===== src/hw/rtl/fbfs_pkg.sv =====
// Shared types and codes for the free block fit selector.
package fbfs_pkg;

	// Operation codes carried by a request.
	localparam logic [1:0] OP_WRITE = 2'd0;
	localparam logic [1:0] OP_ALLOC = 2'd1;
	localparam logic [1:0] OP_CLEAR = 2'd2;

	// Fit policy codes held in the configuration register.
	localparam logic [1:0] POL_FIRST = 2'd0;
	localparam logic [1:0] POL_BEST  = 2'd1;
	localparam logic [1:0] POL_NEXT  = 2'd2;
	localparam logic [1:0] POL_WORST = 2'd3;

	typedef struct packed {
		logic [1:0]  operation;
		logic [5:0]  slot_index;
		logic [31:0] block_size;
		logic        block_free;
	} req_t;

	typedef struct packed {
		logic        found;
		logic [5:0]  found_index;
		logic [31:0] found_size;
	} res_t;

	// Commands from the controller to the datapath.
	typedef struct packed {
		logic capture;
		logic prep;
		logic issue;
		logic commit;
	} cmd_t;

	// Status from the datapath to the controller.
	typedef struct packed {
		logic is_alloc;
		logic empty;
		logic last_issue;
	} stat_t;

endpackage


===== src/hw/rtl/fbfs_ctrl.sv =====
// Sequencing state machine for the free block fit selector.
module fbfs_ctrl (
	input  logic            clk,
	input  logic            arst_n,
	input  logic            start,
	input  fbfs_pkg::stat_t stat,
	output fbfs_pkg::cmd_t  cmd,
	output logic            busy
);

	typedef enum logic [4:0] {
		S_IDLE   = 5'b00001,
		S_PREP   = 5'b00010,
		S_SCAN   = 5'b00100,
		S_DRAIN  = 5'b01000,
		S_COMMIT = 5'b10000
	} state_t;

	state_t state_q;
	state_t state_d;

	always_comb begin
		state_d = state_q;
		unique case (state_q)
			S_IDLE: begin
				if (start) begin
					state_d = S_PREP;
				end
			end
			S_PREP: begin
				if (stat.is_alloc && !stat.empty) begin
					state_d = S_SCAN;
				end else begin
					state_d = S_COMMIT;
				end
			end
			S_SCAN: begin
				if (stat.last_issue) begin
					state_d = S_DRAIN;
				end
			end
			S_DRAIN: begin
				state_d = S_COMMIT;
			end
			S_COMMIT: begin
				state_d = S_IDLE;
			end
			default: begin
				state_d = S_IDLE;
			end
		endcase
	end

	always_ff @(posedge clk or negedge arst_n) begin
		if (!arst_n) begin
			state_q <= S_IDLE;
		end else begin
			state_q <= state_d;
		end
	end

	assign busy        = (state_q != S_IDLE);
	assign cmd.capture = (state_q == S_IDLE) && start;
	assign cmd.prep    = (state_q == S_PREP);
	assign cmd.issue   = (state_q == S_SCAN);
	assign cmd.commit  = (state_q == S_COMMIT);

endmodule


===== src/hw/rtl/fbfs_datapath.sv =====
// Descriptor table, scan pointer, candidate tracking and result register.
module fbfs_datapath #(
	parameter int TABLE_DEPTH = 64,
	parameter int SIZE_BITS   = 32
) (
	input  logic            clk,
	input  logic            arst_n,
	input  fbfs_pkg::req_t  req,
	input  logic            cfg_valid,
	input  logic [1:0]      cfg_data,
	input  fbfs_pkg::cmd_t  cmd,
	output fbfs_pkg::stat_t stat,
	output logic            done,
	output fbfs_pkg::res_t  res
);

	localparam int IDX_W  = $clog2(TABLE_DEPTH);
	localparam int CNT_W  = $clog2(TABLE_DEPTH + 1);
	localparam int WIDE_W = ((IDX_W > 6) ? IDX_W : 6) + 1;
	localparam int SZW    = (SIZE_BITS > 32) ? SIZE_BITS : 32;

	logic [1:0]             policy_q;
	fbfs_pkg::req_t         req_q;
	logic [SIZE_BITS-1:0]   size_mem [TABLE_DEPTH];
	logic [TABLE_DEPTH-1:0] free_q;
	logic [CNT_W-1:0]       count_q;
	logic [IDX_W-1:0]       resume_idx_q;
	logic                   resume_valid_q;

	logic [1:0]             pol_q;
	logic                   resumed_q;
	logic [SIZE_BITS-1:0]   want_q;
	logic [IDX_W-1:0]       pos_q;
	logic [CNT_W-1:0]       left_q;

	logic [SIZE_BITS-1:0]   rd_data_s1;
	logic [IDX_W-1:0]       rd_pos_s1;
	logic                   rd_vld_s1;

	logic                   have_q;
	logic [IDX_W-1:0]       best_pos_q;
	logic [SIZE_BITS-1:0]   best_size_q;

	logic                   done_q;
	fbfs_pkg::res_t         res_q;

	logic [WIDE_W-1:0]      slot_wide;
	logic                   slot_ok;
	logic [IDX_W-1:0]       wr_idx;
	logic [SIZE_BITS-1:0]   req_size;
	logic                   mem_we;
	logic                   resume_ok;
	logic [IDX_W-1:0]       start_pos;
	logic [IDX_W-1:0]       pos_next;
	logic                   fit;
	logic                   better;
	logic                   take;
	logic [WIDE_W-1:0]      pick_wide;
	logic [SZW-1:0]         pick_size_wide;
	logic [SZW-1:0]         in_size_wide;

	// Request fields mapped onto the table's index and size widths.
	assign slot_wide    = WIDE_W'(req_q.slot_index);
	assign slot_ok      = slot_wide < WIDE_W'(TABLE_DEPTH);
	assign wr_idx       = slot_wide[IDX_W-1:0];
	assign in_size_wide = SZW'(req_q.block_size);
	assign req_size     = in_size_wide[SIZE_BITS-1:0];
	assign mem_we       = cmd.commit && (req_q.operation == fbfs_pkg::OP_WRITE) && slot_ok;

	// Next fit resumes after the previous pick only while that pick is still inside the walk.
	assign resume_ok = resume_valid_q && (CNT_W'(resume_idx_q) < count_q);
	assign start_pos = (resume_ok && (policy_q == fbfs_pkg::POL_NEXT)
		&& (CNT_W'(resume_idx_q) + CNT_W'(1) < count_q)) ? resume_idx_q + IDX_W'(1) : '0;

	assign pos_next = (CNT_W'(pos_q) + CNT_W'(1) >= count_q) ? '0 : pos_q + IDX_W'(1);

	assign stat.is_alloc   = (req_q.operation == fbfs_pkg::OP_ALLOC);
	assign stat.empty      = (count_q == '0);
	assign stat.last_issue = (left_q == CNT_W'(1));

	// Candidate compare for the entry read in the previous cycle.
	assign fit = rd_vld_s1 && free_q[rd_pos_s1] && (rd_data_s1 >= want_q);

	always_comb begin
		case (pol_q) inside
			fbfs_pkg::POL_FIRST, fbfs_pkg::POL_NEXT: better = 1'b0;
			fbfs_pkg::POL_BEST:                      better = rd_data_s1 <= best_size_q;
			default:                                 better = rd_data_s1 >= best_size_q;
		endcase
	end

	assign take = fit && (!have_q || better);

	assign pick_wide      = WIDE_W'(best_pos_q);
	assign pick_size_wide = SZW'(best_size_q);

	always_ff @(posedge clk) begin
		if (mem_we) begin
			size_mem[wr_idx] <= req_size;
		end
		rd_data_s1 <= size_mem[pos_q];
		rd_pos_s1  <= pos_q;
	end

	always_ff @(posedge clk) begin
		if (cmd.capture) begin
			req_q <= req;
		end
		if (cmd.prep) begin
			pol_q     <= policy_q;
			resumed_q <= resume_ok;
			want_q    <= req_size;
			pos_q     <= start_pos;
			left_q    <= count_q;
		end else if (cmd.issue) begin
			pos_q  <= pos_next;
			left_q <= left_q - CNT_W'(1);
		end
		if (take) begin
			best_pos_q  <= rd_pos_s1;
			best_size_q <= rd_data_s1;
		end
	end

	always_ff @(posedge clk or negedge arst_n) begin
		if (!arst_n) begin
			policy_q       <= fbfs_pkg::POL_FIRST;
			free_q         <= '0;
			count_q        <= '0;
			resume_idx_q   <= '0;
			resume_valid_q <= 1'b0;
			rd_vld_s1      <= 1'b0;
			have_q         <= 1'b0;
			done_q         <= 1'b0;
		end else begin
			if (cfg_valid) begin
				policy_q <= cfg_data;
			end
			rd_vld_s1 <= cmd.issue;
			done_q    <= cmd.commit;
			if (cmd.prep) begin
				have_q <= 1'b0;
			end else if (take) begin
				have_q <= 1'b1;
			end
			if (cmd.commit) begin
				unique case (req_q.operation)
					fbfs_pkg::OP_WRITE: begin
						if (slot_ok) begin
							free_q[wr_idx] <= req_q.block_free;
							if (CNT_W'(wr_idx) >= count_q) begin
								count_q <= CNT_W'(wr_idx) + CNT_W'(1);
							end
						end
					end
					fbfs_pkg::OP_CLEAR: begin
						free_q         <= '0;
						count_q        <= '0;
						resume_valid_q <= 1'b0;
					end
					fbfs_pkg::OP_ALLOC: begin
						if (have_q) begin
							free_q[best_pos_q] <= 1'b0;
						end
						if (pol_q == fbfs_pkg::POL_NEXT) begin
							if (resumed_q) begin
								if (have_q) begin
									resume_idx_q <= best_pos_q;
								end
							end else begin
								resume_valid_q <= have_q;
								resume_idx_q   <= have_q ? best_pos_q : '0;
							end
						end
					end
					default: begin
					end
				endcase
			end
		end
	end

	// Result register: only a successful allocation reports a block.
	always_ff @(posedge clk) begin
		if (cmd.commit) begin
			if (stat.is_alloc && have_q) begin
				res_q.found       <= 1'b1;
				res_q.found_index <= pick_wide[5:0];
				res_q.found_size  <= pick_size_wide[31:0];
			end else begin
				res_q <= '0;
			end
		end
	end

	assign done = done_q;
	assign res  = res_q;

`ifndef SYNTHESIS
	a_done_single: assert property (@(posedge clk) disable iff (!arst_n)
		done_q |=> !done_q)
		else $error("result strobe held for more than one cycle");

	a_resume_in_walk: assert property (@(posedge clk) disable iff (!arst_n)
		resume_valid_q |-> (CNT_W'(resume_idx_q) < count_q))
		else $error("valid resume point lies outside the walk");

	a_count_bound: assert property (@(posedge clk) disable iff (!arst_n)
		count_q <= CNT_W'(TABLE_DEPTH))
		else $error("slot count beyond table depth");

	a_hit_taken: assert property (@(posedge clk) disable iff (!arst_n)
		(done_q && res_q.found) |-> !free_q[best_pos_q])
		else $error("allocated block still marked free");
`endif

endmodule


===== src/hw/rtl/free_block_fit_selector.sv =====
// Top level of the free block fit selector: descriptor table searched under a fit policy.
//
// Usage:
//   Requests enter on req with start; a request transfers at a clock edge where start is
//   high and busy is low. A request writes one descriptor, clears the table, or asks for
//   a free block of at least block_size under the policy held in the configuration
//   register (first, best, next or worst fit).
//   Every request gives exactly one result on res, marked by done for one cycle. The
//   receiver cannot hold results off; done is never high in two consecutive cycles.
//   The policy register is written through cfg_valid/cfg_data; cfg_ready is always high.
//   Write it only while busy is low and no result is pending.
// Timing:
//   A write, clear, unknown operation or allocation on an empty table passes from its
//   setup state straight to the commit state. Other allocations walk the N live
//   descriptors (N = slot count) one per cycle through the size memory's single read
//   port, then pass a drain state before the commit state. busy drops in the cycle done
//   shows, so the next request can transfer as soon as done shows, not before.
// Reset:
//   arst_n clears the free flags, the slot count, the resume point and the policy
//   (first fit) at once; no clearing pass is needed.
module free_block_fit_selector #(
	parameter int TABLE_DEPTH = 64,
	parameter int SIZE_BITS   = 32
) (
	input  logic           clk,
	input  logic           arst_n,
	input  logic           start,
	output logic           busy,
	input  fbfs_pkg::req_t req,
	output logic           done,
	output fbfs_pkg::res_t res,
	input  logic           cfg_valid,
	output logic           cfg_ready,
	input  logic [1:0]     cfg_data
);

	fbfs_pkg::cmd_t  cmd;
	fbfs_pkg::stat_t stat;

	assign cfg_ready = 1'b1;

	fbfs_ctrl u_ctrl (
		.clk    (clk),
		.arst_n (arst_n),
		.start  (start),
		.stat   (stat),
		.cmd    (cmd),
		.busy   (busy)
	);

	fbfs_datapath #(
		.TABLE_DEPTH (TABLE_DEPTH),
		.SIZE_BITS   (SIZE_BITS)
	) u_datapath (
		.clk       (clk),
		.arst_n    (arst_n),
		.req       (req),
		.cfg_valid (cfg_valid),
		.cfg_data  (cfg_data),
		.cmd       (cmd),
		.stat      (stat),
		.done      (done),
		.res       (res)
	);

endmodule

===== config.mk =====
export PLATFORM = sky130hd
export DESIGN_NAME = free_block_fit_selector
export DESIGN_NICKNAME = d
export VERILOG_FILES = /design/src/hw/rtl/fbfs_pkg.sv /design/src/hw/rtl/fbfs_ctrl.sv /design/src/hw/rtl/fbfs_datapath.sv /design/src/hw/rtl/free_block_fit_selector.sv
export SDC_FILE = /design/constraint.sdc
export NUM_CORES = 2
export LEC_CHECK = 0
export BUFFER_PORTS_ARGS = -buffer_cell sky130_fd_sc_hd__buf_2
export CORE_MARGIN = 2
export CORE_UTILIZATION = 45
export DETAILED_ROUTE_END_ITERATION = 6
export SLEW_MARGIN = 0
export SYNTH_ARGS = -nofsm -noshare
export SYNTH_HDL_FRONTEND = slang
export SYNTH_HIERARCHICAL = 1
export SYNTH_SLANG_ARGS = --single-unit

===== constraint.sdc =====
create_clock -name clk -period 17.9 [get_ports clk]
set_input_delay 3.58 -clock clk [delete_from_list [all_inputs] [get_ports clk]]
set_output_delay 3.58 -clock clk [all_outputs]
set_load 0.05 [all_outputs]

==> results.toml <==
[status]
status = "completed"

[place]
portBuffers = 87
gp_congestion = 0.8047
dp_hpwl_mm = 134.2
place_area_mm2 = 0.09741

[logic_synthesis]
ys_ff_latch = 2340
syn-num-nets = 5360
synth-seq-area-share_pct = 74.52
syn_avg_cell_area_um2 = 17.87
synthCells = 5216
synth-edff-count = 2214
async_flop_share_pct = 3.761
synth_ff_type = "edfxtp_1"
ys_warn_count = 6
syn-cell-area_mm2 = 0.09319
yosysUniqueCellTypes = 63

[critical_path]
path_max_fanout = 105
path_cells = "buf_4 -> buf_12 -> buf_4 -> buf_4 -> mux2_2 -> a21oi_1 -> o21ai_0 -> o22ai_1 -> nor2_1 -> a211oi_1 -> a21oi_1"
startpoint_type = "flop"
end_kind = "flop"
path_depth = 11
critPathSlowestCell = "a211oi_1"
r2r-start = "u_datapath/pos_q[0]$_DFFE_PP_"
path_class = "reg2reg"
path_delay_family = "buffers and inverters"
critPathLaunch = "u_datapath/pos_q[0]$_DFFE_PP_"
reg2reg_slack_ps = 11810
crit_path_frequent_cell = "buf_4"
critPathRequiredTime_ps = 18600
max_stage_delay_ps = 1000
crit_end = "u_datapath/rd_data_s1[19]$_DFF_P_"
cp.arrival_ps = 6790
r2r_end = "u_datapath/rd_data_s1[19]$_DFF_P_"
worstRegToRegCells = 11
worst-path-buf-inv = 4

[grt]
grt_pass1_vias = 49960
grt_first_pass_wirelength_mm = 366.2
grt_usage_pct = 24.32
grt_overflow = 0
grt_start_max_net_pins = 152
antenna_found_initial = 16

[detailed_routing]
drt-vias-per-instance = 6.150
ant_nets = 0
post_drt_wl_per_cell_um = 31.28
drt_wl_total_mm = 259.3
drt_iter0_drc = 6307
route.vias.total = 51000
post-route-drc-count = 0
drtPass1Iterations = 6

[cts]
clk_path_buf_depth = 3
cts_num_sinks = 2340
worst_skew_pair.late_latency_ps = 880
root_buffer = "clkbuf_16"
cts_resized = 0
numCtsBuffers = 230
postCtsSetupBuffers = 0
hold_buffers = 0
cts.htree.levels = 4
cts_tree = "yes"
path_clk_slew_ps = 70

[pwr]
pwr-share-seq_pct = 48.4
power.density_mw_per_mm2 = 129.2
p_leak_nw = 34.42
p_clk_share_pct = 34.9
switching_power_w = 0.003794
internal-power_w = 0.009739
netSwitchingFraction_pct = 28.04
p_comb_share_pct = 16.7
ir_drop_mv = 0.1496

[timing]
finalSetupTns_ps = 0
final_max_slew_viol_count = 0
skew_ps = 37.34
finalCriticalPeriod_ps = 6093
hold_viol = 0
rsz0062_at_grt = "false"
maxSlewHeadroom_pct = 5.892
finalSetupViolations = 0
fmax_mhz = 164.1
finalCritPeriodShare_pct = 34.04
tightestPinTransition_ps = 1401

[worst_hold_path]
hold_class = "reg2reg"
min_from = "u_datapath/rd_pos_s1[5]$_DFF_P_"

[finish]
mostFrequentLayoutCells = "edfxtp_1 (2,214), mux2i_1 (429), a21oi_1 (395), mux4_2 (296), o21ai_0 (279)"
regArea_mm2 = 0.06945
multi_input_area_mm2 = 0.02255
final_common_cell = "edfxtp_1"
drive_gt1_share_pct = 19.40
area_growth_pct = 12.42
fin_area_mm2 = 0.1048
fin_nets = 5531
fillCellCount = 16650

[job]
cap_violations = 0

[floorplan]
rows = 167
dieArea_mm2 = 0.2108
die_h_um = 459.1
initial_core_util_pct = 45.14
die_x_um = 459.1
coreArea_mm2 = 0.2064
ios = 89
==> cell usage after synthesis (9+ instances only) <==
cell | instances | share of area (%)
mux2_2 | 124 | 1.5
nor2_1 | 194 | 0.78
buf_2 | 62 | 0.33
xnor2_1 | 12 | 0.11
clkbuf_1 | 174 | 0.70
inv_1 | 90 | 0.36
mux4_2 | 296 | 7.2
nor3_1 | 81 | 0.44
buf_4 | 28 | 0.23
o211ai_1 | 9 | 0.072
a21oi_1 | 395 | 2.1
buf_1 | 32 | 0.13
a21o_1 | 11 | 0.089
ha_1 | 97 | 1.3
o21ai_0 | 279 | 1.5
edfxtp_1 | 2214 | 71
nand2_1 | 86 | 0.35
nand3_1 | 27 | 0.15
o22ai_1 | 123 | 0.83
nor2b_1 | 9 | 0.060
and3_1 | 44 | 0.30
dfrtp_1 | 87 | 2.3
mux2i_1 | 429 | 4.6
a211oi_1 | 39 | 0.31
nand4_1 | 14 | 0.094
nor3b_1 | 12 | 0.097
dfxtp_1 | 38 | 0.82
buf_6 | 11 | 0.13
o221ai_1 | 118 | 1.1
==> per-layer routing <==
layer | up-vias | share of wire [%] | GRT usage, %
met5 | - | 0.0050 | 0
met4 | 2 | 3.0 | 7.510
met3 | 408 | 8.4 | 3.544
met2 | 2404 | 47 | 39.00
met1 | 26760 | 41 | 34.59
li1 | 21430 | - | -
==> how the worst min path moves through the flow <==
stage                                                    end  slack (ps)  depth (start not counted)
after CTS                 u_datapath/best_pos_q[5]$_DFFE_PP_         500                          0
after global placement    u_datapath/best_pos_q[5]$_DFFE_PP_         490                          0
after global routing      u_datapath/best_pos_q[5]$_DFFE_PP_         510                          0
final                     u_datapath/best_pos_q[5]$_DFFE_PP_         500                          0
after detailed placement  u_datapath/best_pos_q[5]$_DFFE_PP_         490                          0
after floorplan              u_datapath/rd_pos_s1[3]$_DFF_P_         350                          0
==> registers in the layout, indices dropped and copies added, names as in the netlist, 7 cells and up, named ones only <==
name and flops:
u_datapath/want_q 32, u_datapath/count_q 7, u_datapath/size_mem 2048, u_datapath/best_size_q 32, u_datapath/rd_data_s1 32, u_datapath/left_q 7
u_datapath/in_size_wide 32, u_datapath/res 39
==> cells by family (layout without fill, tap and decap cells) <==
logic type | Yosys count | count (layout) | synth area share, %
xor gates and xnor gates | 18 | 18 | 0.1692
and+or+nand+nor | 509 | 509 | 2.578
buffers and inverters | 400 | 766 | 1.896
AOI/OAI and AO/OA | 1002 | 1002 | 6.270
muxes | 849 | 849 | 13.26
adders and majority gates | 97 | 97 | 1.302
DFF | 2340 | 2340 | 74.52
other | 1 | 7 | 0.004024
==> metrics by stage <==
stage | setup WS (ps) | power (W) | hold WS [ps] | utilization, % | cells
after CTS | 11790 | 0.01360 | 499.0 | 50.74 | 8284
after detailed placement | 11810 | 0.008909 | 489.8 | 47.19 | 7857
after global placement | 11300 | 0.008866 | 494.0 | 47.18 | 7856
final | 11810 | 0.01353 | 502.6 | 50.75 | 8292
after global routing | 11490 | 0.01397 | 512.2 | 50.74 | 8287
after floorplan | 11860 | 0.007957 | 346.2 | - | 5216
==> power groups by stage <==
stage / registers [W] / clock network [W] / logic [W]
2_1_floorplan: 0.00669 / 0 / 0.00127
6_report: 0.00655 / 0.00472 / 0.00226
3_5_place_dp: 0.00666 / 0 / 0.00225
4_1_cts: 0.00654 / 0.00480 / 0.00226
5_1_grt: 0.00655 / 0.00501 / 0.00241
3_3_place_gp: 0.00666 / 0 / 0.00221
==> final cells by class <==
class / instances / area share [%]
well taps: 2704 / 3.229
diodes: 6 / 0.01433
inverters: 93 / 0.3380
clock inverters: 136 / 1.053
repair buffers: 246 / 1.615
flip-flops and latches: 2340 / 66.29
multi-input cells: 2476 / 21.52
clock buffers: 291 / 5.940
==> worst register-to-register path, stage by stage, from the launching register on <==
cell and delay (ps):
edfxtp_1 400, buf_4 620, buf_12 690, buf_4 1080, buf_4 1030, mux2_2 460, a21oi_1 140, o21ai_0 140
o22ai_1 180, nor2_1 90, a211oi_1 1000, a21oi_1 80
No activity file was read; power rests on OpenSTA's default activity.
